$ cat config.mk
export PLATFORM = sky130hd
export DESIGN_NAME = http_chunked_body_decoder_top
export DESIGN_NICKNAME = d
export VERILOG_FILES = /design/src/hcbd_pkg.sv /design/src/http_chunked_body_decoder_top.sv /design/src/hcbd_stage.sv /design/src/hcbd_core.sv
export SDC_FILE = /design/constraint.sdc
export NUM_CORES = 1
export LEC_CHECK = 0
export BUFFER_PORTS_ARGS = -buffer_cell sky130_fd_sc_hd__clkbuf_2
export CAP_MARGIN = 15
export CORE_MARGIN = 8
export CORE_UTILIZATION = 43
export CTS_CLUSTER_DIAMETER = 60
export DETAILED_ROUTE_END_ITERATION = 8
export PLACE_DENSITY = 0.73
export SETUP_SLACK_MARGIN = 0.05
export SKIP_LAST_GASP = 1
export SLEW_MARGIN = 30
export SYNTH_ARGS = -nofsm -noshare
export SYNTH_HDL_FRONTEND = slang
export SYNTH_SLANG_ARGS = --single-unit
$ cat constraint.sdc
create_clock -name clk_i -period 4.3 [get_ports clk_i]
set_input_delay 0.86 -clock clk_i [delete_from_list [all_inputs] [get_ports clk_i]]
set_output_delay 0.86 -clock clk_i [all_outputs]
set_load 0.02 [all_outputs]
$ cat src/hcbd_pkg.sv
`default_nettype none
package hcbd_pkg;

  // Widths fixed by the item and register layout
  localparam int unsigned ByteW      = 8;
  localparam int unsigned CountW     = 32;
  localparam int unsigned LimitW     = 8;
  localparam int unsigned SizeBitsDef = 32;

  // Register map
  localparam int unsigned ApbAddrW   = 3;
  localparam int unsigned ApbDataW   = 32;
  localparam logic [ApbAddrW-1:0] RegLineLimit = 3'd0;
  localparam logic [LimitW-1:0]   LineLimitRst = 8'd95;

  // Character codes
  localparam logic [ByteW-1:0] ChCr    = 8'h0d;
  localparam logic [ByteW-1:0] ChLf    = 8'h0a;
  localparam logic [ByteW-1:0] ChSpace = 8'h20;
  localparam logic [ByteW-1:0] ChTab   = 8'h09;

  // Payload layout of the stream channels
  localparam int unsigned InDataW  = 8;
  localparam int unsigned OutDataW = 48;

  typedef struct packed {
    logic             ok;
    logic [3:0]       val;
  } hex_t;

  // One result beat
  typedef struct packed {
    logic [CountW-1:0] bytes_so_far;
    logic              failed;
    logic              finished;
    logic              byte_valid;
    logic [ByteW-1:0]  out_byte;
  } res_t;

  // Decode one ASCII hex digit
  function automatic hex_t hex_decode(input logic [ByteW-1:0] c);
    hex_t h;
    h.ok  = 1'b0;
    h.val = 4'd0;
    if (c >= 8'h30 && c <= 8'h39) begin
      h.ok  = 1'b1;
      h.val = 4'(c - 8'h30);
    end else if (c >= 8'h61 && c <= 8'h66) begin
      h.ok  = 1'b1;
      h.val = 4'(c - 8'h57);
    end else if (c >= 8'h41 && c <= 8'h46) begin
      h.ok  = 1'b1;
      h.val = 4'(c - 8'h37);
    end
    return h;
  endfunction

endpackage
`default_nettype wire

$ cat src/http_chunked_body_decoder_top.sv
`default_nettype none
// HTTP/1.1 chunked body decoder.
// Slave stream: one body byte per beat, tdata = in_byte, tuser = closed (end of
// connection; the byte is then ignored). Master stream: one result per input beat,
// tdata = out_byte, finished, failed, bytes_so_far; tuser = byte_valid, set when
// out_byte is chunk payload. Results leave in input order.
// An accepted byte passes the input slice, the decode logic and the output slice before it
// appears on the master side. Throughput is one byte per cycle while the receiver does not
// stall, set by the single decode step between the two register slices.
// When the receiver stalls, the output slice holds its beat, the input slice fills,
// and s_axis_tready drops; no beat is lost or repeated.
// Reset clears both slices, returns the parser to the start of a size line with a
// zero byte count, and sets line_limit to 95. line_limit (address 0) may be
// written over the APB port only while the stream is idle; pready is always high.
module http_chunked_body_decoder_top #(
  parameter int unsigned SizeBits = hcbd_pkg::SizeBitsDef
) (
  input  wire logic                              clk_i,
  input  wire logic                              rst_ni,
  // [7:0] in_byte
  input  wire logic [hcbd_pkg::InDataW-1:0]      s_axis_tdata,
  // [0] closed
  input  wire logic [0:0]                        s_axis_tuser,
  input  wire logic                              s_axis_tvalid,
  output logic                                   s_axis_tready,
  // [7:0] out_byte, [8] finished, [9] failed, [41:10] bytes_so_far, [47:42] zero
  output logic [hcbd_pkg::OutDataW-1:0]          m_axis_tdata,
  // [0] byte_valid
  output logic [0:0]                             m_axis_tuser,
  output logic                                   m_axis_tvalid,
  input  wire logic                              m_axis_tready,
  input  wire logic                              psel,
  input  wire logic                              penable,
  input  wire logic                              pwrite,
  input  wire logic [hcbd_pkg::ApbAddrW-1:0]     paddr,
  input  wire logic [hcbd_pkg::ApbDataW-1:0]     pwdata,
  output logic [hcbd_pkg::ApbDataW-1:0]          prdata,
  output logic                                   pready
);

  localparam int unsigned InW = hcbd_pkg::InDataW + 1;
  localparam int unsigned ResW = $bits(hcbd_pkg::res_t);

  logic [hcbd_pkg::LimitW-1:0] limit_q;
  logic                        in_valid;
  logic [InW-1:0]              in_data;
  logic                        res_ready;
  logic                        step;
  hcbd_pkg::res_t              res;
  logic [ResW-1:0]             res_out;
  hcbd_pkg::res_t              res_beat;

  // Configuration register
  assign pready = 1'b1;
  assign prdata = (paddr == hcbd_pkg::RegLineLimit) ?
                  hcbd_pkg::ApbDataW'(limit_q) : '0;

  always_ff @(posedge clk_i or negedge rst_ni) begin
    if (!rst_ni) begin
      limit_q <= hcbd_pkg::LineLimitRst;
    end else if (psel && penable && pwrite && pready &&
                 paddr == hcbd_pkg::RegLineLimit) begin
      limit_q <= pwdata[hcbd_pkg::LimitW-1:0];
    end
  end

  // Input slice
  hcbd_stage #(.Width(InW)) u_in (
    .clk_i       (clk_i),
    .rst_ni      (rst_ni),
    .in_valid_i  (s_axis_tvalid),
    .in_ready_o  (s_axis_tready),
    .in_data_i   ({s_axis_tuser, s_axis_tdata}),
    .out_valid_o (in_valid),
    .out_ready_i (res_ready),
    .out_data_o  (in_data)
  );

  assign step = in_valid && res_ready;

  hcbd_core #(.SizeBits(SizeBits)) u_core (
    .clk_i        (clk_i),
    .rst_ni       (rst_ni),
    .step_i       (step),
    .byte_i       (in_data[hcbd_pkg::ByteW-1:0]),
    .closed_i     (in_data[InW-1]),
    .line_limit_i (limit_q),
    .res_o        (res)
  );

  // Output slice
  hcbd_stage #(.Width(ResW)) u_out (
    .clk_i       (clk_i),
    .rst_ni      (rst_ni),
    .in_valid_i  (in_valid),
    .in_ready_o  (res_ready),
    .in_data_i   (res),
    .out_valid_o (m_axis_tvalid),
    .out_ready_i (m_axis_tready),
    .out_data_o  (res_out)
  );

  assign res_beat = res_out;

  // Pack result beat
  assign m_axis_tdata = {6'd0, res_beat.bytes_so_far, res_beat.failed, res_beat.finished,
                         res_beat.out_byte};
  assign m_axis_tuser = res_beat.byte_valid;

endmodule
`default_nettype wire

$ cat src/hcbd_stage.sv
`default_nettype none
// Single register slice with valid/ready; full rate, ready looks one stage ahead
module hcbd_stage #(
  parameter int unsigned Width = 8
) (
  input  wire logic             clk_i,
  input  wire logic             rst_ni,
  input  wire logic             in_valid_i,
  output logic                  in_ready_o,
  input  wire logic [Width-1:0] in_data_i,
  output logic                  out_valid_o,
  input  wire logic             out_ready_i,
  output logic [Width-1:0]      out_data_o
);

  logic             valid_q;
  logic [Width-1:0] data_q;

  // Take a new beat when empty or when the held beat leaves this cycle
  assign in_ready_o  = !valid_q || out_ready_i;
  assign out_valid_o = valid_q;
  assign out_data_o  = data_q;

  always_ff @(posedge clk_i or negedge rst_ni) begin
    if (!rst_ni) begin
      valid_q <= 1'b0;
    end else if (in_ready_o) begin
      valid_q <= in_valid_i;
    end
  end

  always_ff @(posedge clk_i) begin
    if (in_ready_o && in_valid_i) begin
      data_q <= in_data_i;
    end
  end

endmodule
`default_nettype wire

$ cat src/hcbd_core.sv
`default_nettype none
// Decoder state and its one-byte update
module hcbd_core #(
  parameter int unsigned SizeBits = hcbd_pkg::SizeBitsDef
) (
  input  wire logic                         clk_i,
  input  wire logic                         rst_ni,
  input  wire logic                         step_i,
  input  wire logic [hcbd_pkg::ByteW-1:0]   byte_i,
  input  wire logic                         closed_i,
  input  wire logic [hcbd_pkg::LimitW-1:0]  line_limit_i,
  output hcbd_pkg::res_t                    res_o
);

  localparam logic [2:0] PhSize    = 3'd0;
  localparam logic [2:0] PhData    = 3'd1;
  localparam logic [2:0] PhPost    = 3'd2;
  localparam logic [2:0] PhTrailer = 3'd3;
  localparam logic [2:0] PhDone    = 3'd4;
  localparam logic [2:0] PhFail    = 3'd5;

  localparam logic [1:0] HxSkip    = 2'd0;
  localparam logic [1:0] HxDigits  = 2'd1;
  localparam logic [1:0] HxStop    = 2'd2;

  logic [2:0]                        phase_q, phase_d;
  logic [SizeBits-1:0]               remaining_q, remaining_d;
  logic [hcbd_pkg::LimitW-1:0]       chars_q, chars_d;
  logic                              cr_q, cr_d;
  logic [1:0]                        hex_q, hex_d;
  logic [hcbd_pkg::CountW-1:0]       total_q, total_d;

  // Line tracking shared by size, post-data and trailer lines
  logic                              line_done;
  logic                              line_long;
  logic [hcbd_pkg::LimitW-1:0]       chars_inc;
  hcbd_pkg::hex_t                    hx;
  logic                              is_ws;
  logic [SizeBits-1:0]               size_acc;
  logic                              valid;

  assign line_done = cr_q && (byte_i == hcbd_pkg::ChLf);
  assign chars_inc = (chars_q == '1) ? chars_q : chars_q + 1'b1;
  assign line_long = chars_inc >= line_limit_i;
  assign hx        = hcbd_pkg::hex_decode(byte_i);
  assign is_ws     = (byte_i == hcbd_pkg::ChSpace) || (byte_i == hcbd_pkg::ChTab);

  // Shifting in a digit overflows exactly when the top nibble is set
  assign size_acc = (remaining_q[SizeBits-1 -: 4] != 4'd0) ? '1 :
                    {remaining_q[SizeBits-5:0], hx.val};

  always_comb begin
    phase_d     = phase_q;
    remaining_d = remaining_q;
    chars_d     = chars_q;
    cr_d        = cr_q;
    hex_d       = hex_q;
    total_d     = total_q;
    valid       = 1'b0;
    if (closed_i) begin
      if (phase_q != PhDone) begin
        phase_d = PhFail;
      end
    end else begin
      case (phase_q)
        PhSize: begin
          // Accumulate the hex size, skip leading blanks, stop at first other char
          if (hex_q != HxStop && !(hex_q == HxSkip && is_ws)) begin
            if (hx.ok) begin
              hex_d       = HxDigits;
              remaining_d = size_acc;
            end else begin
              hex_d = HxStop;
            end
          end
          chars_d = chars_inc;
          cr_d    = (byte_i == hcbd_pkg::ChCr);
          if (line_done) begin
            phase_d = (remaining_d == '0) ? PhTrailer : PhData;
            chars_d = '0;
            cr_d    = 1'b0;
            hex_d   = HxSkip;
          end else if (line_long) begin
            phase_d = PhFail;
          end
        end
        PhData: begin
          valid       = 1'b1;
          total_d     = (total_q == '1) ? total_q : total_q + 1'b1;
          remaining_d = remaining_q - 1'b1;
          if (remaining_d == '0) begin
            phase_d = PhPost;
            chars_d = '0;
            cr_d    = 1'b0;
            hex_d   = HxSkip;
          end
        end
        PhPost, PhTrailer: begin
          chars_d = chars_inc;
          cr_d    = (byte_i == hcbd_pkg::ChCr);
          if (line_done) begin
            phase_d     = (phase_q == PhPost) ? PhSize : PhDone;
            remaining_d = '0;
            chars_d     = '0;
            cr_d        = 1'b0;
            hex_d       = HxSkip;
          end else if (line_long) begin
            phase_d = PhFail;
          end
        end
        default: begin
          phase_d = phase_q;
        end
      endcase
    end
  end

  // Result of the current byte, registered by the output stage
  always_comb begin
    res_o.out_byte     = valid ? byte_i : '0;
    res_o.byte_valid   = valid;
    res_o.finished     = (phase_d == PhDone);
    res_o.failed       = (phase_d == PhFail);
    res_o.bytes_so_far = total_d;
  end

  // Advance state only on a byte that moves into the output stage
  always_ff @(posedge clk_i or negedge rst_ni) begin
    if (!rst_ni) begin
      phase_q     <= PhSize;
      remaining_q <= '0;
      chars_q     <= '0;
      cr_q        <= 1'b0;
      hex_q       <= HxSkip;
      total_q     <= '0;
    end else if (step_i) begin
      phase_q     <= phase_d;
      remaining_q <= remaining_d;
      chars_q     <= chars_d;
      cr_q        <= cr_d;
      hex_q       <= hex_d;
      total_q     <= total_d;
    end
  end

endmodule
`default_nettype wire

=== Yosys cells after proc, flatten, opt, wreduce, memory -nomap -nowiden ===
Cells that the tools add are included.

* $add $sub $neg: 6
* Multiply operators: 0
* Divide/modulo/power cells: 0
* Order comparisons: 7
* Equal/unequal tests: 16
* Shift operators: 0
* Mux-type cells: 38
* Bitwise gates (word level): 1
* Reductions and logical operators: 30

{| class="wikitable"
|+ Operators by type and width
! cell !! count
|-
| $mux W32 || 9
|-
| $pmux W32 S3 || 1
|-
| $logic_not A32 Y1 || 2
|-
| $add A32 B1 Y32 const B || 1
|-
| $eq A32 B32 Y1 const B || 1
|-
| $mux W8 || 4
|-
| $sub A32 B1 Y32 const B || 1
|-
| $eq A8 B4 Y1 const B || 3
|-
| $mux W3 || 7
|-
| $ge A8 B7 Y1 const B || 2
|-
| $le A8 B7 Y1 const B || 2
|-
| $pmux W8 S2 || 1
|-
| $mux W5 || 3
|-
| $mux W2 || 6
|-
| $logic_and A1 B1 Y1 || 11
|-
| $pmux W3 S3 || 1
|-
| $add A8 B1 Y8 const B || 1
|-
| $eq A8 B6 Y1 const B || 1
|-
| $eq A8 B8 Y1 const B || 1
|-
| $ge A8 B6 Y1 const B || 1
|-
| $ge A8 B8 Y1 || 1
|-
| $le A8 B6 Y1 const B || 1
|-
| $reduce_and A4 Y1 || 2
|-
| $sub A4 B3 Y4 const B || 2
|-
| 22 further kinds || 33
|}

* Flip-flop bits (word level): 140
* Latch bits: 0
* RAM bits: 0
* Memory bits (read-only): 0
* Input bits: 51
* Output and inout port bits: 84
* Word-level logic and storage cells: 110
* Memories kept: 0

=== Longest topological paths before layout ===
Gate-level depths: netlist of run 1.

* Word-level depth: 16
* Gate-level depth with buffers: 14
* Depth with buffers taken out: 14

=== Cells and area by module ===
From an unflattened synthesis of run 1, not the netlist that was laid out.

* Cells, all modules: 882
* Area total of the unflattened synthesis: 8430.6 um^2

{| class="wikitable"
|+ By module, submodules not included
! module !! instances !! cells an instance !! area each (um^2) !! sequential area each (um^2)
|-
| hcbd_core || 1 || 761 || 6079.6 || 1951.9
|-
| hcbd_stage at u_out || 1 || 47 || 1345.0 || 1316.3
|-
| http_chunked_body_decoder_top || 1 || 61 || 681.9 || 207.7
|-
| hcbd_stage at u_in || 1 || 13 || 324.1 || 295.3
|}

=== Worst setup path before layout of run 1 ===
Ideal clock, no wire load.

* Path type: reg-to-reg
* Start point: reg u_core.remaining_q[1]
* End point: reg u_core.cr_q
* Setup time: 125 ps
* Arrival: 3282 ps
* Required time: 4175 ps
* Path slack: 893 ps
* Stages on the path, launching flop included: 12
* Path buffers: 1
* Period minus slack after synthesis: 3407 ps
* Cells stage by stage: dfrtp_1 > inv_1 > ha_1 > or4b_1 > or3_1 > buf_2 > nor4_1 > xnor2_1 > o2111ai_1 > or3_4 > a21oi_4 > mux2_4

* Longest elaborated chain between the ends: 4

{| class="wikitable"
|+ Ends and longest elaborated chain
! what !! RTL line !! source
|-
| start, declared || hcbd_core.sv:27 || <nowiki>logic [SizeBits-1:0] remaining_q, remaining_d;</nowiki>
|-
| start signal, assigned || hcbd_core.sv:138 || <nowiki>remaining_q <= remaining_d;</nowiki>
|-
| $sub A32 B1 Y32 || hcbd_core.sv:90 || <nowiki>remaining_d = remaining_q - 1'b1;</nowiki>
|-
| $logic_not A32 Y1 || hcbd_core.sv:91 || <nowiki>if (remaining_d == '0) begin</nowiki>
|-
| $ne A2 B1 Y1 (no source line) || - ||
|-
| $reduce_and A4 Y1 (no source line) || - ||
|-
| end signal, assigned || hcbd_core.sv:140 || <nowiki>cr_q <= cr_d;</nowiki>
|-
| end, declared || hcbd_core.sv:29 || <nowiki>logic cr_q, cr_d;</nowiki>
|}

No other way between the ends.
A chain may end at the register's enable or synchronous reset.

=== Final worst setup path of run 1 ===
Same ends and word-level chain as after synthesis.

==> reports/qor.txt, run 1 <==
Cells after Synth -> 876
Initial DRC Count -> 690
Vias in the first global route -> 6300
Crit. End Element -> flip-flop
TritonCTS clock tree -> yes
Psw -> 0.000772 W
Reg-to-reg setup timing slack -> 370 ps
Dominant cells by area after synthesis -> dfrtp_1, edfxtp_1, xnor2_1
Die H -> 154 um
All-Layer GR Usage -> 16.6%
Clock skew -> 11.0 ps
Gr ovfl total -> 0
Hold crit path type -> primary input to async pin
RD Place Congestion -> 0.920
PwrDens -> 343 mW/mm^2
FMAX -> 0.254 GHz
CP required -> 4610 ps
Core area -> 0.0187 mm^2
Via density -> 5.60
Max_slew headroom -> 38.9%
Final hold viol count -> 0
Rows -> 50
Routed length per instance -> 16.2 um
Mapped Area -> 0.00818 mm^2
Residual DRC -> 0
Share of cells above drive strength 1 -> 15.9%
Post-Place Cell Area -> 0.00864 mm^2
Flops & latches, synth -> 140
Switching share of power -> 24.4%
Setup total negative slack -> 0 ps
Mean cell area of the mapped netlist -> 9.34 um^2
First-pass detailed-route iteration total -> 5
Ys async rst share -> 62.9%
CTS clk-pin slew, worst paths -> 60 ps
Diodes inserted -> 0
DPL Wire Length -> 13.4 mm
Register share of total power -> 46.4%
Final setup vio count -> 0
Critical path's slowest cell -> or4b_1
Post-Layout Inst Area -> 0.00924 mm^2
Total Nets Final -> 1006
Largest fanout on the critical path -> 9
Number of I/O pins -> 135
Post-synth top flop -> dfrtp_1
Root Driver -> clkbuf_16
RSZ-0062 raised after global routing -> false
R2r worst-path depth -> 10
Top-area cell type share of the netlist area -> 25.1%
Worst-path cell chain -> inv_1 -> ha_1 -> or4b_1 -> or3_1 -> nor2_1 -> and2_1 -> o2111ai_1 -> or3_4 -> a21oi_4 -> mux2_4
Worst path arrival time -> 4240 ps
Clock tree buffer depth -> 2
Reg2reg start -> u_core.remaining_q[1]
Gate power share -> 7.6%
Yosys top cell by area -> dfrtp_1
Die width -> 154 um
Max Cap Viol -> 0
Die area -> 0.0237 mm^2
Slew Limit Fails -> 0
Final WL -> 19.2 mm
Largest net degree at the start of global routing -> 70
Yosys warnings -> 0
Count leader, synth -> nor2_1
Max VDD drop -> 0.295 mV
Port Buffers -> 79
First-pass GRT wire length -> 32.0 mm
CTS buffer count -> 17
Initial Util -> 43.7%
Fin crit share -> 91.5%
Tmin final -> 3930 ps
Leakage -> 4.07 nW
Area Growth Syn to Fin -> 13.0%
CTS Sinks -> 140
Worst-margin pin slew -> 914 ps
Clk pwr share -> 45.9%
Post-synthesis sequential area ratio -> 46.1%
Unique masters post-synth -> 70
RR Endpoint -> u_core.cr_q
Via count -> 6647
P_int -> 0.00240 W
Initial antenna violation count -> 0
Crit path largest cell delay -> 550 ps
Crit path kind -> flip-flop to flip-flop
Clock Latency Late Sink -> 430 ps
CP Launch Type -> flip-flop
EDFF count, synth -> 52
Final ANT Viol Nets -> 0
Status -> finished clean
Most frequent cells after synthesis -> nor2_1, dfrtp_1, nand2_1
H-tree depth -> 4
[layout make-up]
type                    instances  area (um^2)
fillers                      1684         9460
multi-input cells             659         3980
flip-flops and latches        140         3770
repair buffers                 93          507
clock buffers                  20          447
well taps                     234          293
clock inverters                12          138
inverters                      28          105
[worst max path at each step]
| stage | startpoint | end | slack [ps] |
|---|---|---|---|
| global placement | u_core.remaining_q[1] | u_core.cr_q | 490 |
| CTS | u_core.remaining_q[1] | u_core.cr_q | 410 |
| floorplan | u_core.remaining_q[1] | u_core.cr_q | 890 |
| global route | u_core.remaining_q[1] | u_core.cr_q | 160 |
| detailed placement | u_core.remaining_q[1] | u_core.cr_q | 430 |
| finish | u_core.remaining_q[1] | u_core.cr_q | 370 |
[cell families after synthesis]
group                      count (synthesis)  synth area share (%)
and+or+nand+nor                          350                  21.1
AOI/OAI and AO/OA                        171                  13.6
DFF                                      140                  46.1
buffers and inverters                    106                  6.64
xor gates and xnor gates                  81                  8.67
adders and majority gates                 16                  2.45
muxes                                     10                  1.33
other                                      2                0.0918
[worst max-delay path, delay by kind of cell, from the launching register on]
family	cells	cell delay, ps
AO/OA/AOI/OAI	2	550
buffers and inverters	1	160
multiplexers	1	340
flip-flops	1	420
AND/OR/NAND/NOR	5	2050
adder cells (fa/ha/maj)	1	290
[layout by cell type (no fill, tap or decap), types with 10 or more instances in the layout]
master,instances
a21oi_1,31
a22o_1,20
and2_1,17
and3_1,10
buf_4,14
clkbuf_16,17
clkbuf_2,78
conb_1,31
dfrtp_1,82
edfxtp_1,52
ha_1,16
inv_1,27
nand2_1,76
nand3_1,28
nand4_1,15
nor2_1,98
nor3_1,38
nor4_1,18
o21ai_0,52
o22ai_1,17
or3_1,14
xnor2_1,46
xor2_1,35
[flip-flops by register name, indices dropped and copies added (netlist names)]
signal,cells
u_out.out_data_o,43
u_core.cr_q,1
u_core.phase_q,3
u_in.out_data_o,9
u_in.out_valid_o,1
u_core.total_q,32
u_core.remaining_q,32
u_core.hex_q,2
u_out.out_valid_o,1
limit_q,8
u_core.chars_q,8
[per-layer routing]
layer	wire (um)	share of wire [%]	up-vias	GRT usage (%)
met2	8810	46	297	25.5
met5	0	0	-	0
met4	544	2.8	0	8.21
li1	-	-	3194	-
met1	8280	43	3112	21.4
met3	1530	8.0	44	4.09
[power groups by stage]
stage	Combinational (W)	Sequential [W]	Clock, W
final	0.000242	0.00147	0.00145
after global placement	0.000241	0.00150	0
after global routing	0.000270	0.00148	0.00154
after CTS	0.000245	0.00147	0.00148
after detailed placement	0.000243	0.00150	0
after floorplan	0.000148	0.00152	0
[through the flow]
step / total power, W / hold WS, ps / utilization (%) / instances / worst slack, ps
5_1_grt: 0.00329 / 471 / 49.4 / 1186 / 158
3_5_place_dp: 0.00174 / 487 / 46.2 / 1153 / 434
2_1_floorplan: 0.00167 / 457 / - / 905 / 893
4_1_cts: 0.00319 / 497 / 49.3 / 1185 / 409
3_3_place_gp: 0.00174 / 477 / 46.2 / 1153 / 492
6_report: 0.00317 / 425 / 49.4 / 1186 / 366
[timing repair]
action,4_1_cts,5_1_grt
endpoints found under the hold margin,0,0
gates resized for setup,0,0
endpoints found under the setup margin,0,1
setup buffers,0,1
hold buffers,0,0
Power figures use the tool's default switching activity.
==> inputs of run 2 (changes only) <==
--- a/config.mk
+++ b/config.mk
@@ -11,10 +11,11 @@
 export CORE_UTILIZATION = 43
 export CTS_CLUSTER_DIAMETER = 60
 export DETAILED_ROUTE_END_ITERATION = 8
-export PLACE_DENSITY = 0.73
+export PLACE_DENSITY_LB_ADDON = 0.15
 export SETUP_SLACK_MARGIN = 0.05
 export SKIP_LAST_GASP = 1
 export SLEW_MARGIN = 30
 export SYNTH_ARGS = -nofsm -noshare
 export SYNTH_HDL_FRONTEND = slang
+export SYNTH_HIERARCHICAL = 1
 export SYNTH_SLANG_ARGS = --single-unit
==> run 2 against run 1 <==
Synthesized cell count rose by 0.68%. Final cell count rose by 2.1%. Die area rose by 2.7%. Critical path type unchanged. Largest power group is now the clock network. Worst hold slack lost 100 ps. Global-route usage grew 0.65 points. Clock power rose by 14%.
==> reports/qor.txt, run 2 <==
Status -> finished clean
Gr ovfl total -> 0
Yosys top cell by area -> dfrtp_1
CTS clk-pin slew, worst paths -> 70 ps
DPL Wire Length -> 14.0 mm
TritonCTS clock tree -> yes
Final hold viol count -> 0
EDFF count, synth -> 52
First-pass GRT wire length -> 33.6 mm
Total Nets Final -> 1001
Leakage -> 3.94 nW
Crit path kind -> flip-flop to flip-flop
Design Power -> 0.00339 W
Via count -> 6549
P_int -> 0.00258 W
Routed length per instance -> 16.8 um
Share of cells above drive strength 1 -> 18.4%
Flops & latches, synth -> 140
Vias in the first global route -> 6327
Number of I/O pins -> 135
Clock Latency Late Sink -> 420 ps
FMAX -> 0.290 GHz
Reg-to-reg setup timing slack -> 850 ps
Psw -> 0.000807 W
Initial DRC Count -> 520
Root Driver -> clkbuf_16
Gate power share -> 7.6%
Die H -> 156 um
Worst-margin pin slew -> 894 ps
Commonest non-fill, non-tap cells in the layout -> nor2_1, dfrtp_1, clkbuf_2
Initial Util -> 43.6%
Mapped Area -> 0.00843 mm^2
Rows -> 51
Residual DRC -> 0
Largest net degree at the start of global routing -> 44
First-pass detailed-route iteration total -> 5
Post-synthesis sequential area ratio -> 44.7%
Max_slew headroom -> 39.8%
Switching share of power -> 23.8%
Worst hold margin -> 321 ps
RD Place Congestion -> 0.837
Clock skew -> 10.9 ps
Commonest non-fill, non-tap cell in the layout -> nor2_1
CTS Sinks -> 140
Clk pwr share -> 48.7%
Slew Limit Fails -> 0
Largest fanout on the critical path -> 6
Yosys warnings -> 6
CP Launch Type -> flip-flop
Tmin final -> 3450 ps
H-tree depth -> 4
Diodes inserted -> 0
Ys async rst share -> 62.9%
Reg area -> 0.00377 mm^2
Buffer count from post-CTS setup fixing -> 0
Top-area cell type share of the netlist area -> 24.3%
Core area -> 0.0193 mm^2
Most frequent cells after synthesis -> nor2_1, dfrtp_1, nand2_1
Mean cell area of the mapped netlist -> 9.56 um^2
Fin crit share -> 80.2%
Die area -> 0.0243 mm^2
Post-Layout Inst Area -> 0.00954 mm^2
Unique masters post-synth -> 80
Final ANT Viol Nets -> 0
Final WL -> 20.4 mm
Cells after Synth -> 882
Initial antenna violation count -> 0
All-Layer GR Usage -> 17.2%
# hold bufs at CTS -> 0
Crit. End Element -> flip-flop
Dominant cells by area after synthesis -> dfrtp_1, edfxtp_1, xnor2_1
CTS buffer count -> 17
Register share of total power -> 43.7%
Hold crit path type -> primary input to async pin
Flip-flop count of the largest register after layout -> 43
Post-synth top flop -> dfrtp_1
Post-Place Cell Area -> 0.00888 mm^2
Final setup vio count -> 0
Multi-input gate area in the final layout -> 0.00416 mm^2
RSZ-0062 raised after global routing -> false
CP required -> 4440 ps
Die width -> 156 um
Fill cells -> 1863
Setup total negative slack -> 0 ps
Max VDD drop -> 0.261 mV
CTS resizes -> 0
Worst path arrival time -> 3590 ps
Area Growth Syn to Fin -> 13.2%
Clock tree buffer depth -> 2
Count leader, synth -> nor2_1
Via density -> 5.41
PwrDens -> 355 mW/mm^2
Port Buffers -> 79
Max Cap Viol -> 0
[run 2: cell count changes after synthesis, moves of 6 or more]
cell / previous run / this run
nor3_1: 39 / 18
a21oi_1: 32 / 18
xnor2_1: 46 / 63
xor2_1: 35 / 14
and2_2: 0 / 8
nand3_1: 28 / 34
or3_1: 14 / 6
nand4_1: 15 / 30
and2_1: 17 / 10
nor2_1: 98 / 83
mux2i_1: 6 / 0
mux2_4: 1 / 8
[run 2: cells by family (layout without fill, tap and decap cells)]
logic type,Yosys count,count (layout),share of synthesized area (%)
other cells,2,31,0.0891
mux,11,11,1.83
compound gates,179,179,14.1
simple gates,334,334,21.4
fa+ha+maj,17,17,2.52
buf+inv,122,157,7.30
xor+xnor,77,77,8.00
flops,140,140,44.7
[run 2: layout make-up]
type / count / share of cell area [%]
clock inverters: 14 / 2.40
repair buffers: 92 / 5.19
multi-input cells: 649 / 43.6
clock buffers: 18 / 4.50
well taps: 265 / 3.47
inverters: 33 / 1.30
flip-flops and latches: 140 / 39.5
[run 2: path summary, 6_finish.rpt]
check | startpoint | end | cells past startpoint
min | rst_ni | u_in/out_valid_o | 1
min reg2reg | u_core/hex_q[0] | u_core/hex_q[0] | 1
max | u_core/chars_q[0] | u_out/out_data_o[10] | 14
min in group clk_i | u_core/hex_q[0] | u_core/hex_q[0] | 1
max in group asynchronous | rst_ni | u_core/total_q[27] | 2
max reg2reg | u_core/chars_q[0] | u_out/out_data_o[10] | 14
[run 2: per-stage QoR]
stage	std cells	utilization, %	worst slack, ps
final	1211	49.4	850
after global routing	1211	49.4	554
after global placement	1179	45.9	894
after CTS	1211	49.3	848
after floorplan	911	-	1160
after detailed placement	1179	45.9	884
[run 2: worst max-delay path, cell delays in order (launching register included)]
cell       delay (ps)
dfrtp_1           420
ha_1              260
nand2_1           100
nor2_1             60
nand3_1           200
nand2b_1          170
or3_1             350
xnor2_1           220
ha_1              290
a2111oi_0         360
o21a_1            210
o21ai_0            80
a221oi_1          250
a31o_2            140
a221oi_1           70
[run 2: metal layers]
layer | GRT usage (%) | vias to the layer above | share of wire (%)
met5 | 0 | - | 0
met4 | 5.64 | 0 | 1.3
met3 | 3.30 | 17 | 5.1
met2 | 27.0 | 190 | 46
met1 | 23.4 | 3124 | 47
li1 | - | 3218 | -
[run 2: power by group through the flow]
stage / Sequential [W] / Combinational [W] / Clock [W]
after floorplan: 0.00153 / 0.000169 / 0
after detailed placement: 0.00151 / 0.000263 / 0
after global routing: 0.00149 / 0.000287 / 0.00174
after CTS: 0.00148 / 0.000263 / 0.00168
after global placement: 0.00151 / 0.000261 / 0
final: 0.00148 / 0.000259 / 0.00165
